`src/rtl/lgd_pkg.sv`:
```
package lgd_pkg;

   localparam int IDX_W     = 18;
   localparam int OP_W      = 2;
   localparam int DIR_W     = 3;
   localparam int DRAW_W    = 16;
   localparam int THR_W     = 17;
   localparam int CSR_IDX_W = 2;

   localparam logic [OP_W-1:0] OP_STEP  = 2'd0;
   localparam logic [OP_W-1:0] OP_WRITE = 2'd1;
   localparam logic [OP_W-1:0] OP_READ  = 2'd2;

   localparam logic [DIR_W-1:0] DIR_XM = 3'd0;
   localparam logic [DIR_W-1:0] DIR_XP = 3'd1;
   localparam logic [DIR_W-1:0] DIR_YM = 3'd2;
   localparam logic [DIR_W-1:0] DIR_YP = 3'd3;
   localparam logic [DIR_W-1:0] DIR_ZM = 3'd4;
   localparam logic [DIR_W-1:0] DIR_ZP = 3'd5;

   localparam logic [CSR_IDX_W-1:0] CSR_DEATH = 2'd0;
   localparam logic [CSR_IDX_W-1:0] CSR_BIRTH = 2'd1;

   localparam logic [THR_W-1:0] DEATH_RESET = 17'd32768;
   localparam logic [THR_W-1:0] BIRTH_RESET = 17'd65536;

   // controller to datapath
   typedef struct packed {
      logic latch;
      logic nb_sel;
      logic mem_we;
      logic mem_wdata;
      logic rsp_load;
      logic rsp_cell;
      logic rsp_changed;
      logic rsp_nb;
   } ctrl_cmd_type;

   // datapath to controller
   typedef struct packed {
      logic            in_range;
      logic [OP_W-1:0] op;
      logic            write_value;
      logic            rd_bit;
      logic            kill;
      logic            grow;
      logic            dir_valid;
   } dp_status_type;

endpackage

```
`src/rtl/lgd_csr.sv`:
```
module lgd_csr import lgd_pkg::*; (
   input  logic                 clock,
   input  logic                 reset,
   input  logic                 csr_valid,
   output logic                 csr_ready,
   input  logic [CSR_IDX_W-1:0] csr_index,
   input  logic [THR_W-1:0]     csr_data,
   output logic [THR_W-1:0]     death_threshold,
   output logic [THR_W-1:0]     birth_threshold
);

   logic [THR_W-1:0] death_ff, death_in;
   logic [THR_W-1:0] birth_ff, birth_in;

   assign csr_ready = 1'b1;

   always_comb begin
      death_in = death_ff;
      birth_in = birth_ff;
      if (csr_valid) begin
         // drop writes to unknown indexes
         if (csr_index == CSR_DEATH) death_in = csr_data;
         if (csr_index == CSR_BIRTH) birth_in = csr_data;
      end
   end

   always_ff @(posedge clock) begin
      if (reset) begin
         death_ff <= DEATH_RESET;
         birth_ff <= BIRTH_RESET;
      end else begin
         death_ff <= death_in;
         birth_ff <= birth_in;
      end
   end

   assign death_threshold = death_ff;
   assign birth_threshold = birth_ff;

endmodule

```
`config.mk`:
```
export PLATFORM = sky130hd
export DESIGN_NAME = lgd_csr
export DESIGN_NICKNAME = d
export VERILOG_FILES = /design/src/rtl/lgd_pkg.sv /design/src/rtl/lgd_csr.sv
export SDC_FILE = /design/constraint.sdc
export NUM_CORES = 1
export LEC_CHECK = 0
export ABC_AREA = 1
export ABC_CLOCK_PERIOD_IN_PS = 800
export BUFFER_PORTS_ARGS = -buffer_cell sky130_fd_sc_hd__clkbuf_2
export CAP_MARGIN = 20
export CORE_MARGIN = 2
export CORE_UTILIZATION = 48
export CTS_BUF_LIST = sky130_fd_sc_hd__clkbuf_4 sky130_fd_sc_hd__clkbuf_8 sky130_fd_sc_hd__clkbuf_16
export DETAILED_ROUTE_END_ITERATION = 10
export HOLD_SLACK_MARGIN = 0.08
export PLACE_DENSITY = 0.79
export SLEW_MARGIN = 20
export SYNTH_ARGS = -nofsm -noshare
export SYNTH_HDL_FRONTEND = slang
export SYNTH_SLANG_ARGS = --single-unit
```
`constraint.sdc`:
```
create_clock -name clock -period 0.8 [get_ports clock]
set_input_delay 0 -clock clock [delete_from_list [all_inputs] [get_ports clock]]
set_output_delay 0 -clock clock [all_outputs]
set_load 0.03 [all_outputs]
```
## Word-level counts from Yosys, hierarchy flattened

Index checks and enable logic that the tools add are counted.
Widths: inputs -> output; s select.

- Flip-flop bits (word level): 34
- Output and inout bits: 35
- Word-level logic and storage cells: 6

- Equal/unequal tests: 1
- Reductions and logical operators: 3

Operator list:

| operator | count |
|---|---|
| $reduce_and 2->1 | 2 |
| $eq 2x1->1 const B | 1 |
| $logic_not 2->1 | 1 |

## Logic depth before layout (Yosys ltp)

- Depth in word-level cells: 2
- Mapped depth: 6
- Mapped depth without buffers: 5

## Worst setup path after synthesis

OpenSTA, ideal clock, no wires.

- Path kind: register to register
- Start point: register, netlist name birth_threshold[7]
- End point: register birth_ff[7] (netlist: birth_threshold[7])
- Setup time: 0.064 ns
- Data arrival time: 0.710 ns
- Data required time: 0.736 ns
- Path slack: 0.026 ns
- Cell stages (with the launch flop): 5
- Cell sequence: dfxtp_1 inv_1 nand2_1 nand2_1 nor2_1

RTL lines:

| element | line | text |
|---|---|---|
| to (signal assigned) | lgd_csr.sv:33 | `birth_ff <= birth_in;` |
| to (decl) | lgd_csr.sv:13 | `logic [THR_W-1:0] birth_ff, birth_in;` |

## Worst setup path after layout

- Start point: register death_ff[6] (netlist: death_threshold[6])
- End point: output death_threshold[6]

RTL lines:

| element | line | text |
|---|---|---|
| from (decl) | lgd_csr.sv:12 | `logic [THR_W-1:0] death_ff, death_in;` |
| from (signal assigned) | lgd_csr.sv:32 | `death_ff <= death_in;` |
| to (decl) | lgd_csr.sv:8 | `output logic [THR_W-1:0] death_threshold,` |

No word-level cell between the ends.

==> impl_metrics.yaml <==
run_status:
  status: "complete, but fails checks"
  violations: "setup timing"
timing:
  worst_clock_skew_ns: 0
  min_period_ns: 0.867
  tns_ns: -1.01
  fin_crit_sh: 1.08
  rsz0062_at_grt: "yes"
  drv_slew: 0
  layout_setup_ws_ns: -0.0674
  setup_viol: 35
  hold_viol: 0
  fmax_mhz: 1150
clock_tree:
  cts_tree: "yes"
  clock_latency_ns: 0.35
  cts.sinks: 34
  clk_path_buf_depth: 2
  numCtsBuffers: 5
  clkTransAtPathRegs_ns: 0.11
  htree_levels: 2
  root_buffer: "clkbuf_4"
synth:
  synth_area_leaders: "dfxtp_1 (45%), nand2_1 (13%), nor2_1 (12%)"
  syn-cell-area_um2: 1500
  synth_cell_types: 15
  yosys.area.top_type_share: 0.455
  yosysSeqAreaShare: 0.455
  synthCells: 220
  synth_seq_cells: 34
  synth_nets: 242
  synth_warnings: 0
  syn_area_per_cell_um2: 6.80
  synth_top_cell_by_area: "dfxtp_1"
grt:
  grt_pass1_vias: 1514
  grt_pass1_wl_mm: 6.83
  antenna_found_initial: 0
  grt_overflow_total: 0
  grt_use_total: 0.257
  grt_max_degree: 35
detailed_routing:
  drtIter0Drc: 142
  firstDrtPassIters: 4
  via_per_inst: 5.06
  wl_per_cell_um: 14.6
  drtAntennaViolNets: 0
  routed_wirelength_mm: 4.95
  route.detailed.drc: 0
  dr_total_vias: 1717
worst_setup_path:
  r2r_setup_slack_ns: -0.01
  cp_top_family: "flip-flops"
  path_cells: "buf_8"
  cp-end-kind: "primary output"
  critical_path_buf_inv_count: 1
  cp.required_ns: 0.80
  slowest_stage: "dfxtp_2"
  cp-startpoint: "death_threshold[6]"
  r2r_cells: 5
  worst_path_largest_cell_delay_ns: 0.39
  startpoint_type: "register"
  criticalPathCategory: "register to primary output"
  cp_data_arrival_time_ns: 0.87
  r2r-end: "birth_threshold[9]"
  cp_max_fo: 2
  regToRegStartpoint: "birth_threshold[9]"
floorplanning:
  rows: 20
  start_util: 0.498
  die_h_um: 59.8
  die_x_um: 59.8
  core_um2: 3000
  dieArea_um2: 3580
  ios: 57
power:
  p_leak_nw: 1.32
  combPwrFrac: 0.257
  clockPowerShare: 0.268
  p_int_mw: 2.75
  vdd_drop_max_uv: 1050
  p_switching_mw: 1.21
  power_frac_seq: 0.476
  sw_frac_of_total: 0.305
  powerDensity_nw_per_um2: 1560
placed_design:
  place_congestion: 0.836
  hpwl_mm: 2.30
  post-place-ws_ns: 0.0266
  io_buffers: 55
finish:
  layout-drive-gt1-share: 0.379
  nets: 327
  area_growth_pct: 70.0
  diodes: 0
  layout_commonest_cell: "nand2_1"
  layout_common_cells: "nand2_1 (51), nor2_1 (48), dfxtp_2 (34), buf_8 (34), inv_1 (33)"
hold_path:
  hold_end: "death_threshold[15]"
  min_from: "reset"
  worst_hold_path.num_cells: 4
  min_path_type: "input port to register"
job:
  max_cap_viol_count: 0
[cells by family after synthesis]
group / Yosys count / synth area share
buffers and inverters: 48 / 0.154
other: 1 / 0.00251
DFF: 34 / 0.455
AOI/OAI and AO/OA: 16 / 0.0535
and+or+nand+nor: 121 / 0.335
[cells in the mapped netlist (all sizes together)]
master  instances
nor2           49
dfxtp          34
a21oi          16
nand4           1
conb            1
inv            33
clkbuf          1
clkinv          1
nand2          51
buf            13
nand3          20
[tightest hold or removal path, delay by kind of cell]
kind                   cells  cell delay (ns)
buffers and inverters      3             0.32
and+or+nand+nor            1             0.09
[registers in the layout, summed over array words and instances, names as in the netlist]
register	count
birth_threshold	17
death_threshold	17
[worst max path at each step]
| stage | to | slack (ns) | cells after the start |
|---|---|---|---|
| after floorplan | birth_threshold[7] | 0.03 | 4 |
| after global routing | death_threshold[6] | -0.08 | 1 |
| after detailed placement | birth_threshold[15] | 0.03 | 6 |
| after global placement | birth_threshold[13] | 0.03 | 6 |
| after CTS | death_threshold[6] | -0.05 | 1 |
| final | death_threshold[6] | -0.07 | 1 |
[metrics by stage]
stage	utilization	power [mW]	hold WS, ns	instances	cell area (µm²)
finish	0.847	3.96	0.116	339	2540
global route	0.847	4.09	0.180	339	2540
global placement	0.604	2.54	0.245	301	1810
detailed placement	0.604	2.55	0.258	301	1810
CTS	0.816	3.80	0.119	333	2450
floorplan	-	2.33	0.135	220	1500
[repair_timing]
item,in CTS,in global routing
endpoints found under the hold margin,34,0
gates resized for setup,102,36
endpoints found under the setup margin,34,38
hold buffers,21,0
setup buffers,3,6
[power by group through the flow]
stage	Sequential (mW)	Combinational (mW)	Clock, mW
3_3_place_gp	1.86	0.676	0
6_report	1.88	1.02	1.06
3_5_place_dp	1.86	0.687	0
2_1_floorplan	2.04	0.292	0
4_1_cts	1.85	0.909	1.04
5_1_grt	1.89	1.08	1.12
[cell type report]
class	count	area, µm²
multi-input combinational	138	589
clock inverter	1	5.00
inverter	34	128
sequential	34	723
timing repair buffer	92	998
clock buffer	7	58.8
tap	33	41.3
fill	160	459
[per-layer routing]
layer  up-vias  share of wire  track usage
li1        828              -            -
met1       795           0.39        0.324
met2        72           0.52        0.407
met3        22          0.052       0.0584
met4         0          0.036        0.137
met5         -              0            0
Power figures use the tool's default switching activity.
