File: src/rtl/lgd_pkg.sv
package lgd_pkg;

   localparam int IDX_W     = 18;
   localparam int OP_W      = 2;
   localparam int DIR_W     = 3;
   localparam int DRAW_W    = 16;
   localparam int THR_W     = 17;
   localparam int CSR_IDX_W = 2;

   localparam logic [OP_W-1:0] OP_STEP  = 2'd0;
   localparam logic [OP_W-1:0] OP_WRITE = 2'd1;
   localparam logic [OP_W-1:0] OP_READ  = 2'd2;

   localparam logic [DIR_W-1:0] DIR_XM = 3'd0;
   localparam logic [DIR_W-1:0] DIR_XP = 3'd1;
   localparam logic [DIR_W-1:0] DIR_YM = 3'd2;
   localparam logic [DIR_W-1:0] DIR_YP = 3'd3;
   localparam logic [DIR_W-1:0] DIR_ZM = 3'd4;
   localparam logic [DIR_W-1:0] DIR_ZP = 3'd5;

   localparam logic [CSR_IDX_W-1:0] CSR_DEATH = 2'd0;
   localparam logic [CSR_IDX_W-1:0] CSR_BIRTH = 2'd1;

   localparam logic [THR_W-1:0] DEATH_RESET = 17'd32768;
   localparam logic [THR_W-1:0] BIRTH_RESET = 17'd65536;

   // controller to datapath
   typedef struct packed {
      logic latch;
      logic nb_sel;
      logic mem_we;
      logic mem_wdata;
      logic rsp_load;
      logic rsp_cell;
      logic rsp_changed;
      logic rsp_nb;
   } ctrl_cmd_type;

   // datapath to controller
   typedef struct packed {
      logic            in_range;
      logic [OP_W-1:0] op;
      logic            write_value;
      logic            rd_bit;
      logic            kill;
      logic            grow;
      logic            dir_valid;
   } dp_status_type;

endpackage

File: src/rtl/lgd_ctrl.sv
module lgd_ctrl import lgd_pkg::*; (
   input  logic          clock,
   input  logic          reset,
   input  logic          start,
   output logic          busy,
   output logic          rsp_valid,
   output ctrl_cmd_type  cmd,
   input  dp_status_type status
);

   typedef enum logic [5:0] {
      ST_IDLE  = 6'b000001,
      ST_SITE  = 6'b000010,
      ST_EVAL  = 6'b000100,
      ST_COORD = 6'b001000,
      ST_NREAD = 6'b010000,
      ST_NEVAL = 6'b100000
   } state_type;

   state_type state_ff, state_in;
   logic      rsp_valid_ff, rsp_valid_in;
   logic      nb_live;
   logic      grow_now;

   assign nb_live  = status.rd_bit & status.dir_valid;
   assign grow_now = nb_live & status.grow;

   always_comb begin
      state_in = state_ff;
      cmd      = '0;
      unique case (state_ff)
         ST_IDLE: begin
            if (start) begin
               cmd.latch = 1'b1;
               state_in  = ST_SITE;
            end
         end
         ST_SITE: begin
            if (!status.in_range) begin
               cmd.rsp_load = 1'b1;
               state_in     = ST_IDLE;
            end else if (status.op == OP_WRITE) begin
               cmd.mem_we    = 1'b1;
               cmd.mem_wdata = status.write_value;
               cmd.rsp_load  = 1'b1;
               cmd.rsp_cell  = status.write_value;
               state_in      = ST_IDLE;
            end else begin
               state_in = ST_EVAL;
            end
         end
         ST_EVAL: begin
            if (status.op != OP_STEP) begin
               cmd.rsp_load = 1'b1;
               cmd.rsp_cell = status.rd_bit;
               state_in     = ST_IDLE;
            end else if (status.rd_bit) begin
               cmd.mem_we      = status.kill;
               cmd.mem_wdata   = 1'b0;
               cmd.rsp_load    = 1'b1;
               cmd.rsp_cell    = ~status.kill;
               cmd.rsp_changed = status.kill;
               state_in        = ST_IDLE;
            end else begin
               state_in = ST_COORD;
            end
         end
         ST_COORD: begin
            state_in = ST_NREAD;
         end
         ST_NREAD: begin
            cmd.nb_sel = 1'b1;
            state_in   = ST_NEVAL;
         end
         ST_NEVAL: begin
            cmd.mem_we      = grow_now;
            cmd.mem_wdata   = 1'b1;
            cmd.rsp_load    = 1'b1;
            cmd.rsp_cell    = grow_now;
            cmd.rsp_changed = grow_now;
            cmd.rsp_nb      = nb_live;
            state_in        = ST_IDLE;
         end
         default: begin
            state_in = ST_IDLE;
         end
      endcase
   end

   assign rsp_valid_in = cmd.rsp_load;

   always_ff @(posedge clock) begin
      if (reset) begin
         state_ff     <= ST_IDLE;
         rsp_valid_ff <= 1'b0;
      end else begin
         state_ff     <= state_in;
         rsp_valid_ff <= rsp_valid_in;
      end
   end

   assign busy      = (state_ff != ST_IDLE);
   assign rsp_valid = rsp_valid_ff;

endmodule

File: config.mk
export PLATFORM = sky130hd
export DESIGN_NAME = lgd_ctrl
export DESIGN_NICKNAME = d
export VERILOG_FILES = /design/src/rtl/lgd_pkg.sv /design/src/rtl/lgd_ctrl.sv
export SDC_FILE = /design/constraint.sdc
export NUM_CORES = 1
export LEC_CHECK = 0
export BUFFER_PORTS_ARGS = -buffer_cell sky130_fd_sc_hd__buf_2
export CAP_MARGIN = 30
export CORE_AREA = 2 2 39 41
export CTS_CLUSTER_SIZE = 10
export DETAILED_ROUTE_END_ITERATION = 12
export DIE_AREA = 0 0 41 43
export SLEW_MARGIN = 20
export SYNTH_ARGS = -nofsm -noshare
export SYNTH_HDL_FRONTEND = slang
export SYNTH_SLANG_ARGS = --single-unit
File: constraint.sdc
create_clock -name clock -period 4.33 [get_ports clock]
set_input_delay 0.433 -clock clock [delete_from_list [all_inputs] [get_ports clock]]
set_output_delay 0.433 -clock clock [all_outputs]
set_load 0.005 [all_outputs]
# Word-level counts from Yosys, hierarchy flattened
# Cells that the tools add are included.
# word_totals
ff_bits,7
output_inout_bits,10
# classes
eq_ne,9
reduce_logical,1
bitwise,3
mux,20
# ops
operator,count
$pmux 6 s5,1
$mux 6,3
$pmux 4 s3,1
$mux 4,2
$mux 1,7
$eq 6x1->1 const B,1
$eq 6x2->1 const B,1
$eq 6x3->1 const B,1
$eq 6x4->1 const B,1
$eq 6x5->1 const B,1
$eq 6x6->1 const B,1
$mux 2,3
$ne 6x1->1 const B,1
$mux 5,1
$mux 3,1
$and 1x1->1,2
$eq 2x1->1 const B,1
$ne 2x2->1 const B,1
$pmux 1 s2,1
$reduce_bool 2->1,1
$not 1->1,1

# Depth between registers and ports, before layout
# Gate-level depths: netlist of the first run.
# logic_depth
depth_word,4
mapped_depth,4

# Least setup slack after synthesis of the first run
# Ideal clock, no wire load.
# synth_timing
kind,flip-flop to output port
from,register state_ff[5]
to,output port cmd[5] in the netlist's numbering
arrival_ps,1463
stages_incl_launch_ff,5
path_slack_ps,2434
path_cell_list,dfxtp_1 > or4_2 > nor3_2 > o21a_2 > a31o_1
# synth_lines
element,line_no,rtl
start: declaration,lgd_ctrl.sv:20,"state_type state_ff, state_in;"
start signal: assignment,lgd_ctrl.sv:97,state_ff <= state_in;
end: declaration,lgd_ctrl.sv:7,"output ctrl_cmd_type cmd,"

==> results of run 1 <==
==> cells by family (layout without fill, tap and decap cells) <==
| family | count (synthesis) | after routing |
|---|---|---|
| xor+xnor | 1 | 1 |
| buf+inv | 1 | 25 |
| flops | 7 | 7 |
| simple gates | 32 | 32 |
| compound gates | 10 | 10 |
==> per-stage QoR <==
step	setup WS, ns	hold slack [ns]	cell area, um2	power, W	cells
2_1_floorplan	2.434	0.4965	440.4	0.00008886	51
3_3_place_gp	2.273	0.5473	560.5	0.0001011	87
3_5_place_dp	2.268	0.5505	560.5	0.0001014	87
4_1_cts	1.998	0.4390	586.8	0.0001616	91
5_1_grt	1.882	0.4455	586.8	0.0001694	91
6_report	2.010	0.4392	586.8	0.0001595	91
==> layout by cell type, fill, tap and decap left out, types with 2 or more instances in the layout <==
cell type  count
buf_2         20
dfxtp_1        7
nand2_1        6
o21ai_0        4
nor2_1         4
clkbuf_4       3
or4_4          2
nor2b_1        2
nor3b_1        2
nand2b_1       2
nor4b_1        2
nor3_1         2
==> power by group <==
group          switching [W]   total, W  internal (W)
Clock              0.0000240  0.0000591     0.0000352
Sequential        0.00000318  0.0000699     0.0000667
Combinational      0.0000146  0.0000305     0.0000159
==> registers in the layout, summed over array words and instances (netlist names) <==
register,cells
rsp_valid,1
state_ff,6
==> worst register-to-register path, cell delays in order, from the launching register on <==
cell and delay (ns):
dfxtp_1 0.36, or4_4 0.59, nor3b_2 0.32, a22oi_1 0.17, a21oi_1 0.16
==> metal layers <==
metal / up-vias / part of all wire [%] / track usage (%)
li1: 243 / - / -
met1: 207 / 46 / 21.50
met2: 15 / 48 / 20.00
met3: 2 / 4.9 / 3.141
met4: 0 / 1.3 / 10.00
met5: - / 0 / 0
==> worst paths after layout <==
path | startpoint | end | slack, ns | cells after the start
worst min-delay path | status[7] | state_ff[2] | 0.44 | 3
worst max-delay path | state_ff[2] | cmd[3] | 2.01 | 5
worst max register to register | state_ff[2] | rsp_valid | 2.67 | 4
worst min register to register | state_ff[2] | state_ff[4] | 0.57 | 1
==> final cells by class <==
cell class                      instances  area [um2]
Clock buffer                            4       26.28
Fill cell                             145       797.0
Inverter                                1       3.754
Multi-Input combinational cell         43       296.5
Sequential cell                         7       140.1
Tap cell                               16       20.02
Timing Repair Buffer                   20       100.1
==> impl_metrics.prom, run 1 <==
# TYPE chip_impl_metric gauge
chip_impl_metric{name="power_density",unit="mW/mm2"} 271.8
chip_impl_metric{name="detail_route.first_pass.iterations",unit=""} 3
chip_impl_metric{name="die_x",unit="um"} 41
chip_impl_metric{name="grt_overflow",unit=""} 0
chip_impl_metric{name="multiplexer_area_fraction_after_synthesis",unit="%"} 0
chip_impl_info{name="cpMaxStageDelayCell",value="or4_4"} 1
chip_impl_metric{name="post-cts-setup-buffers",unit=""} 0
chip_impl_metric{name="clk_path_buf_depth",unit=""} 2
chip_impl_info{name="hold_path.class",value="input pin to register"} 1
chip_impl_metric{name="route.final.wire_length",unit="mm"} 1.076
chip_impl_metric{name="setup_viol_count_final",unit=""} 0
chip_impl_metric{name="slew-limit-headroom",unit="%"} 79.13
chip_impl_info{name="cp_top_family",value="simple AND/OR/NAND/NOR gates"} 1
chip_impl_metric{name="coreArea",unit="mm2"} 0.001384
chip_impl_metric{name="synth_area_per_cell",unit="um2"} 8.636
chip_impl_metric{name="finalCriticalPeriod",unit="ns"} 2.320
chip_impl_info{name="tritoncts",value="yes"} 1
chip_impl_metric{name="flow.area_growth_from_synthesis",unit="%"} 33.24
chip_impl_metric{name="drt_first_iter_violations",unit=""} 2
chip_impl_metric{name="route.vias.total",unit=""} 467
chip_impl_metric{name="skew",unit="ns"} 0.002344
chip_impl_metric{name="worst_skew_pair.late_latency",unit="ns"} 0.25
chip_impl_metric{name="worst-endpoint-required",unit="ns"} 3.90
chip_impl_metric{name="drive_gt1_share",unit="%"} 42.67
chip_impl_info{name="synth_most_common_cell",value="dfxtp_1"} 1
chip_impl_metric{name="place_hpwl",unit="um"} 832.3
chip_impl_metric{name="grt_use_total",unit="%"} 15.22
chip_impl_metric{name="placement_rows",unit=""} 14
chip_impl_metric{name="clkTransAtPathRegs",unit="ns"} 0.05
chip_impl_metric{name="timing.setup.tns",unit="ns"} 0
chip_impl_metric{name="irDropWorstVdd",unit="V"} 0.0001278
chip_impl_metric{name="crit_arrival",unit="ns"} 1.89
chip_impl_metric{name="ctsResizeCount",unit=""} 0
chip_impl_metric{name="die_area",unit="mm2"} 0.001763
chip_impl_metric{name="final_util",unit="%"} 42.41
chip_impl_metric{name="synth_xor_area_share",unit="%"} 1.989
chip_impl_info{name="largest_family_of_logic_cells_by_synthesized_area",value="simple AND/OR/NAND/NOR gates"} 1
chip_impl_metric{name="worst_slew_pin_slew",unit="ns"} 0.3130
chip_impl_info{name="critPathCaptureType",value="output port"} 1
chip_impl_metric{name="nNetsFinal",unit=""} 87
chip_impl_metric{name="share_of_the_synthesized_area_in_the_top_cell_type",unit="%"} 31.82
chip_impl_metric{name="clkSinkCount",unit=""} 7
chip_impl_metric{name="die_y",unit="um"} 43
chip_impl_metric{name="p_leak",unit="nW"} 0.2662
chip_impl_metric{name="initial_core_util",unit="%"} 31.83
chip_impl_metric{name="post_synth_fa_ha_maj_area_fraction",unit="%"} 0
chip_impl_metric{name="synth.yosys.warnings",unit=""} 0
chip_impl_info{name="synth_top_flop_cell",value="dfxtp_1"} 1
chip_impl_metric{name="max_freq",unit="MHz"} 431.1
chip_impl_info{name="synth.largest_area_cell",value="dfxtp_1"} 1
chip_impl_info{name="cell_at_the_root_of_the_clock_tree",value="clkbuf_4"} 1
chip_impl_metric{name="synth.distinct_cells",unit=""} 28
chip_impl_metric{name="first_global_vias",unit=""} 406
chip_impl_metric{name="synth_edf_count",unit=""} 0
chip_impl_metric{name="fraction_of_the_mapped_netlist_area_in_compound_gates",unit="%"} 15.06
chip_impl_metric{name="clock_buffer_count_from_cts",unit=""} 3
chip_impl_metric{name="ffs_w_async_s_r_synth",unit="%"} 0
chip_impl_metric{name="synth_seq_area_share",unit="%"} 31.82
chip_impl_metric{name="place.gp.congestion",unit=""} 0.7079
chip_impl_metric{name="io_buffer_count",unit=""} 20
chip_impl_metric{name="synthesis.area",unit="um2"} 440.4
chip_impl_info{name="critPathKind",value="register to output port"} 1
chip_impl_metric{name="wire_length_of_the_first_global_routing_pass",unit="mm"} 1.800
chip_impl_metric{name="antennaDiodeCount",unit=""} 0
chip_impl_metric{name="pin_count_of_the_biggest_net_entering_global_routing",unit=""} 8
chip_impl_metric{name="ant_nets",unit=""} 0
chip_impl_metric{name="yosys_register_bits",unit=""} 7
chip_impl_metric{name="cts-htree-levels",unit=""} 1
chip_impl_metric{name="final_min_period_over_clock_period",unit="%"} 53.57
chip_impl_info{name="ys_top_cells_by_count",value="7 x dfxtp_1, 6 x nand2_1, 4 x nor2_1, 4 x o21ai_0"} 1
chip_impl_metric{name="routed_wirelength_normalized_by_instance_count",unit="um"} 11.82
chip_impl_metric{name="grt_antenna_before_repair",unit=""} 0
chip_impl_metric{name="biggest_fanout_along_the_worst_timing_path",unit=""} 7
chip_impl_metric{name="timing.final.max_slew_violations",unit=""} 0
chip_impl_info{name="crit_path_cell_trace",value="or4_4 > nor3b_2 > a22oi_1 > nand2_1 > buf_2"} 1
chip_impl_metric{name="timing.critical_path.slowest_cell_delay",unit="ns"} 0.59
chip_impl_metric{name="top_level_ports",unit=""} 21
chip_impl_info{name="worstSetupStartpointType",value="register"} 1
chip_impl_metric{name="maxCapViolations",unit=""} 0
chip_impl_info{name="setup_repair_after_global_routing_missed_its_margin",value="false"} 1
chip_impl_info{name="run_status",value="complete, no violations"} 1
chip_impl_info{name="ys_top_cells_by_area",value="dfxtp_1 32%, nand2_1 5.1%, or4_4 5.1%, o21ai_0 4.5%, nor4b_1 4.0%"} 1
chip_impl_metric{name="syn_nets",unit=""} 62
chip_impl_metric{name="finalHoldViolCount",unit=""} 0
chip_impl_metric{name="cts-hold-fix-buffers",unit=""} 0
chip_impl_metric{name="detailed_route_drc_error_count",unit=""} 0
chip_impl_metric{name="yosys.area_share.simple",unit="%"} 50.28
chip_impl_metric{name="vias_per_cell",unit=""} 5.132
chip_impl_metric{name="synthCells",unit=""} 51
chip_impl_metric{name="number_of_buffers_and_inverters_on_the_critical_path",unit=""} 1
(Power assumes the default switching activity.)
==> run 2, diff against run 1 <==
==> constraint.sdc (replaced) <==
create_clock -name clock -period 2.1 [get_ports clock]
set_input_delay 0.21 -clock clock [delete_from_list [all_inputs] [get_ports clock]]
set_output_delay 0.21 -clock clock [all_outputs]
set_load 0.005 [all_outputs]
==> run 2 against run 1 <==
- clock power increased by 110%
- power increased by 120%
- hold slack got worse by 0.24 ns
- core utilization increased by 5.5 points
- worst setup slack got worse by 1.9 ns
- sequential power increased by 100%
- cell count increased by 5.5%
- clock-buffer cell count unchanged
==> impl_metrics.prom, run 2 (synthesized netlist as in run 1, its figures left out) <==
# TYPE chip_impl_metric gauge
chip_impl_info{name="run_status",value="complete, no violations"} 1
chip_impl_metric{name="flow.area_growth_from_synthesis",unit="%"} 50.57
chip_impl_metric{name="detail_route.first_pass.iterations",unit=""} 4
chip_impl_metric{name="sequential_cell_area",unit="um2"} 148.9
chip_impl_metric{name="finalCriticalPeriod",unit="ns"} 2.030
chip_impl_info{name="max_flop_register",value="state_ff"} 1
chip_impl_metric{name="placement_rows",unit=""} 14
chip_impl_metric{name="top_level_ports",unit=""} 21
chip_impl_metric{name="route.vias.total",unit=""} 485
chip_impl_metric{name="wire_length_of_the_first_global_routing_pass",unit="mm"} 1.725
chip_impl_metric{name="setup_viol_count_final",unit=""} 0
chip_impl_metric{name="route.final.wire_length",unit="mm"} 1.088
chip_impl_metric{name="final_min_period_over_clock_period",unit="%"} 96.68
chip_impl_metric{name="place.gp.congestion",unit=""} 0.7083
chip_impl_metric{name="irDropWorstVdd",unit="V"} 0.0002165
chip_impl_metric{name="num-fill-cells",unit=""} 137
chip_impl_metric{name="finalHoldViolCount",unit=""} 0
chip_impl_metric{name="die_x",unit="um"} 41
chip_impl_metric{name="grt_antenna_before_repair",unit=""} 0
chip_impl_metric{name="ant_nets",unit=""} 0
chip_impl_info{name="layout_commonest_cell",value="buf_2"} 1
chip_impl_metric{name="clk_path_buf_depth",unit=""} 2
chip_impl_metric{name="power_density",unit="mW/mm2"} 519.9
chip_impl_info{name="tritoncts",value="yes"} 1
chip_impl_metric{name="finalWorstSetupSlack",unit="ns"} 0.06966
chip_impl_info{name="worstSetupStartpointType",value="register"} 1
chip_impl_metric{name="pin_count_of_the_biggest_net_entering_global_routing",unit=""} 8
chip_impl_metric{name="area_used_by_multi_input_combinational_logic",unit="um2"} 326.6
chip_impl_metric{name="antennaDiodeCount",unit=""} 0
chip_impl_metric{name="io_buffer_count",unit=""} 20
chip_impl_metric{name="slew-limit-headroom",unit="%"} 80.92
chip_impl_info{name="commonest_non_fill_non_tap_cells_in_the_layout",value="20 x buf_2, 6 x nand2_1, 5 x buf_4"} 1
chip_impl_metric{name="dp_worst_setup_slack",unit="ns"} 0.2447
chip_impl_metric{name="first_global_vias",unit=""} 402
chip_impl_metric{name="final_util",unit="%"} 47.92
chip_impl_metric{name="drt_first_iter_violations",unit=""} 2
chip_impl_metric{name="clkTransAtPathRegs",unit="ns"} 0.05
chip_impl_metric{name="postPlaceCellArea",unit="um2"} 560.5
chip_impl_metric{name="coreArea",unit="mm2"} 0.001384
chip_impl_metric{name="vias_per_cell",unit=""} 5.052
chip_impl_metric{name="die_y",unit="um"} 43
chip_impl_metric{name="worst-endpoint-required",unit="ns"} 1.89
chip_impl_info{name="critPathKind",value="register to output port"} 1
chip_impl_metric{name="grt_use_total",unit="%"} 14.66
chip_impl_metric{name="initial_core_util",unit="%"} 31.83
chip_impl_metric{name="grt_overflow",unit=""} 0
chip_impl_metric{name="skew",unit="ns"} 0.002511
chip_impl_metric{name="place_hpwl",unit="um"} 797.3
chip_impl_metric{name="worst_skew_pair.late_latency",unit="ns"} 0.25
chip_impl_metric{name="detailed_route_drc_error_count",unit=""} 0
chip_impl_metric{name="max_freq",unit="MHz"} 492.5
chip_impl_info{name="cell_at_the_root_of_the_clock_tree",value="clkbuf_4"} 1
chip_impl_metric{name="clkSinkCount",unit=""} 7
chip_impl_metric{name="worst_slew_pin_slew",unit="ns"} 0.2858
chip_impl_metric{name="routed_wirelength_normalized_by_instance_count",unit="um"} 11.33
chip_impl_metric{name="timing.final.max_slew_violations",unit=""} 0
chip_impl_metric{name="die_area",unit="mm2"} 0.001763
chip_impl_metric{name="cts-htree-levels",unit=""} 1
chip_impl_metric{name="biggest_fanout_along_the_worst_timing_path",unit=""} 4
chip_impl_metric{name="nNetsFinal",unit=""} 92
chip_impl_metric{name="finish.instance_area",unit="um2"} 663.1
chip_impl_info{name="hold_path.class",value="input pin to register"} 1
chip_impl_metric{name="clock_buffer_count_from_cts",unit=""} 3
chip_impl_metric{name="timing.setup.tns",unit="ns"} 0
chip_impl_metric{name="p_leak",unit="nW"} 0.2995
chip_impl_info{name="critPathCaptureType",value="output port"} 1
chip_impl_metric{name="maxCapViolations",unit=""} 0
chip_impl_metric{name="crit_arrival",unit="ns"} 1.82
chip_impl_metric{name="drive_gt1_share",unit="%"} 53.75
chip_impl_metric{name="cts-hold-fix-buffers",unit=""} 0
chip_impl_metric{name="largest_register_ff_count",unit=""} 6
chip_impl_metric{name="hold_slack",unit="ns"} 0.2024
-- run 2: cell count changes in the layout (fill, tap and decap cells not counted), sizes merged --
cell / change
buf: +5
-- run 2: metrics by stage --
step           instances   power, W
6_report              96  0.0003448
5_1_grt               96  0.0003687
4_1_cts               91  0.0003351
3_5_place_dp          87  0.0002086
3_3_place_gp          87  0.0002083
2_1_floorplan         51  0.0001832
-- run 2: layer usage --
metal  global-route usage [%]  routed length [um]  share of wire (%)
met4                    10.00                  14                1.3
met3                    4.712                  50                4.6
met5                        0                   0                  0
met2                    17.81                 496                 46
met1                    20.90                 525                 48
-- run 2: worst paths after layout --
kind	start	endpoint	slack (ns)	cells past startpoint
hold reg to reg	state_ff[2]	state_ff[4]	0.55	1
setup / recovery	state_ff[0]	cmd[5]	0.07	5
setup reg to reg	state_ff[5]	state_ff[1]	0.47	3
hold / removal	start	state_ff[0]	0.20	2
-- run 2: timing repair --
item	in CTS	in global routing
pin swaps	0	4
setup buffers	0	5
endpoints found under the setup margin	2	6
resized for setup	2	9
hold endpoints to repair	0	0
cloned	0	0
-- run 2: area by class of cell --
cell class / count / share of cell area, %
Tap cell: 16 / 3.019
Clock buffer: 4 / 3.962
Inverter: 1 / 0.5660
Timing Repair Buffer: 25 / 20.75
Multi-Input combinational cell: 43 / 49.25
Sequential cell: 7 / 22.45
-- run 2: power breakdown --
group          switching, W  internal [W]  total (W)
Sequential       0.00000499      0.000137   0.000142
Clock             0.0000504     0.0000726   0.000123
Combinational     0.0000370     0.0000430  0.0000800
-- run 2: worst max-delay path: stages (launching register included) --
cell and delay (ns):
dfxtp_4 0.34, or4_4 0.58, nor3b_4 0.27, buf_4 0.15
a31o_1 0.13, buf_2 0.10
==> run 3, diff against run 2 <==
==> constraint.sdc (replaced) <==
create_clock -name clock -period 2.4 [get_ports clock]
set_input_delay 0.24 -clock clock [delete_from_list [all_inputs] [get_ports clock]]
set_output_delay 0.24 -clock clock [all_outputs]
set_load 0.005 [all_outputs]
==> run 3 against run 2 <==
- wire length is 9.7% lower
- cell area down 12%
- cell count is 5.2% lower
- clock-buffer cell count is the same
- sequential share of layout area up 1.4 points
- sequential power down 11%
- sequential cell count stayed put
- worst setup slack improved by 0.22 ns
- critical path type unchanged
- non-clock buffer count is 5 lower
- critical path depth did not move
- largest power group unchanged
- critical endpoint is now cmd[3]
- global-route usage decreased by 1.6 points
==> impl_metrics.prom, run 3 (synthesized netlist as in run 1, its figures left out) <==
# TYPE chip_impl_metric gauge
chip_impl_metric{name="ctsResizeCount",unit=""} 0
chip_impl_metric{name="finalWorstSetupSlack",unit="ns"} 0.2945
chip_impl_info{name="worstSetupStartpointType",value="register"} 1
chip_impl_metric{name="slew-limit-headroom",unit="%"} 77.99
chip_impl_metric{name="drive_gt1_share",unit="%"} 42.67
chip_impl_metric{name="route.vias.total",unit=""} 461
chip_impl_metric{name="nNetsFinal",unit=""} 87
chip_impl_metric{name="final_min_period_over_clock_period",unit="%"} 87.73
chip_impl_metric{name="clk_path_buf_depth",unit=""} 2
chip_impl_metric{name="first_global_vias",unit=""} 395
chip_impl_metric{name="timing.final.max_slew_violations",unit=""} 0
chip_impl_info{name="commonest_non_fill_non_tap_cells_in_the_layout",value="20 x buf_2, 7 x dfxtp_1, 6 x nand2_1, 4 x o21ai_0, 4 x nor2_1"} 1
chip_impl_metric{name="route.final.wire_length",unit="um"} 983
chip_impl_metric{name="largest_register_ff_count",unit=""} 6
chip_impl_metric{name="routed_wirelength_normalized_by_instance_count",unit="um"} 10.80
chip_impl_info{name="cp-startpoint",value="state_ff[2]"} 1
chip_impl_metric{name="coreArea",unit="mm2"} 0.001384
chip_impl_metric{name="detail_route.first_pass.iterations",unit=""} 5
chip_impl_metric{name="place.gp.congestion",unit=""} 0.7074
chip_impl_info{name="crit-reg2reg-launch",value="state_ff[2]"} 1
chip_impl_metric{name="cts-hold-fix-buffers",unit=""} 0
chip_impl_info{name="hold_path.startpoint",value="reset"} 1
chip_impl_metric{name="io_buffer_count",unit=""} 20
chip_impl_metric{name="drt_first_iter_violations",unit=""} 3
chip_impl_metric{name="grt_antenna_before_repair",unit=""} 0
chip_impl_metric{name="die_y",unit="um"} 43
chip_impl_metric{name="finish.instance_area",unit="um2"} 586.8
chip_impl_metric{name="pin_count_of_the_biggest_net_entering_global_routing",unit=""} 8
chip_impl_info{name="hold_path.class",value="input pin to register"} 1
chip_impl_metric{name="worst_slew_pin_slew",unit="ns"} 0.3302
chip_impl_metric{name="dp_worst_setup_slack",unit="ns"} 0.5363
chip_impl_metric{name="clkTransAtPathRegs",unit="ns"} 0.05
chip_impl_info{name="layout_commonest_cell",value="buf_2"} 1
chip_impl_info{name="cell_at_the_root_of_the_clock_tree",value="clkbuf_4"} 1
chip_impl_metric{name="wire_length_of_the_first_global_routing_pass",unit="mm"} 1.573
chip_impl_metric{name="cts-htree-levels",unit=""} 1
chip_impl_metric{name="worst-endpoint-required",unit="ns"} 2.16
chip_impl_metric{name="vias_per_cell",unit=""} 5.066
chip_impl_info{name="critPathKind",value="register to output port"} 1
chip_impl_metric{name="maxCapViolations",unit=""} 0
chip_impl_metric{name="skew",unit="ns"} 0.007885
chip_impl_metric{name="power_density",unit="mW/mm2"} 485.0
chip_impl_metric{name="max_freq",unit="MHz"} 475.0
chip_impl_metric{name="timing.setup.tns",unit="ns"} 0
chip_impl_metric{name="die_x",unit="um"} 41
chip_impl_metric{name="top_level_ports",unit=""} 21
chip_impl_metric{name="p_leak",unit="nW"} 0.2662
chip_impl_metric{name="initial_core_util",unit="%"} 31.83
chip_impl_metric{name="die_area",unit="mm2"} 0.001763
chip_impl_metric{name="ant_nets",unit=""} 0
chip_impl_metric{name="postPlaceCellArea",unit="um2"} 560.5
chip_impl_metric{name="flow.area_growth_from_synthesis",unit="%"} 33.24
chip_impl_info{name="setup_repair_after_global_routing_missed_its_margin",value="false"} 1
chip_impl_info{name="tritoncts",value="yes"} 1
chip_impl_metric{name="antennaDiodeCount",unit=""} 0
chip_impl_metric{name="grt_use_total",unit="%"} 13.08
chip_impl_metric{name="place_hpwl",unit="um"} 767.3
chip_impl_metric{name="placement_rows",unit=""} 14
chip_impl_metric{name="detailed_route_drc_error_count",unit=""} 0
chip_impl_metric{name="biggest_fanout_along_the_worst_timing_path",unit=""} 7
chip_impl_metric{name="clock_buffer_count_from_cts",unit=""} 3
chip_impl_info{name="run_status",value="complete, no violations"} 1
chip_impl_info{name="max_flop_register",value="state_ff"} 1
chip_impl_metric{name="post-cts-setup-buffers",unit=""} 0
chip_impl_info{name="critPathCaptureType",value="output port"} 1
chip_impl_metric{name="finalCriticalPeriod",unit="ns"} 2.105
chip_impl_metric{name="irDropWorstVdd",unit="V"} 0.0002543
chip_impl_metric{name="finalHoldViolCount",unit=""} 0
chip_impl_metric{name="grt_overflow",unit=""} 0
chip_impl_metric{name="clkSinkCount",unit=""} 7
chip_impl_metric{name="crit_arrival",unit="ns"} 1.87
chip_impl_metric{name="worst_skew_pair.late_latency",unit="ns"} 0.25
chip_impl_metric{name="power",unit="W"} 0.0002846
chip_impl_metric{name="setup_viol_count_final",unit=""} 0
## run 3: layout make-up
class	instances	area (um2)
clock buffer	4	26.28
fill	140	797.0
inverter	1	3.754
multi-input combinational	43	296.5
sequential	7	140.1
tap	16	20.02
timing repair buffer	20	100.1
## run 3: worst paths after layout
check                endpoint  cells after the start  slack, ns
setup / recovery       cmd[3]                      5       0.29
hold / removal    state_ff[5]                      2       0.24
setup reg to reg    rsp_valid                      4       0.76
hold reg to reg   state_ff[4]                      1       0.56
## run 3: stage by stage
step	hold slack [ns]	util, %	cells
after floorplan	0.3091	-	51
after global placement	0.5078	40.51	87
after detailed placement	0.5053	40.51	87
after CTS	0.2386	42.41	91
after global routing	0.2598	42.41	91
final	0.2427	42.41	91
## run 3: worst max-delay path, stage by stage (launching register included)
cell and delay (ns):
dfxtp_1 0.36, or4_4 0.59, nor3b_2 0.30, a22oi_1 0.17, nand2_1 0.09, buf_2 0.11
## run 3: report_power, final
group | internal [W] | switching [W] | total [W]
Sequential | 0.000120 | 0.00000587 | 0.000126
Combinational | 0.0000286 | 0.0000255 | 0.0000541
Clock | 0.0000633 | 0.0000409 | 0.000104
## run 3: per-layer routing
layer	wire, um	vias up	GRT usage, %	part of all wire, %
met5	0	-	0	0
met3	46	0	3.141	4.7
li1	-	241	-	-
met1	484	201	19.42	49
met4	0	0	8.000	0
met2	452	19	16.25	46
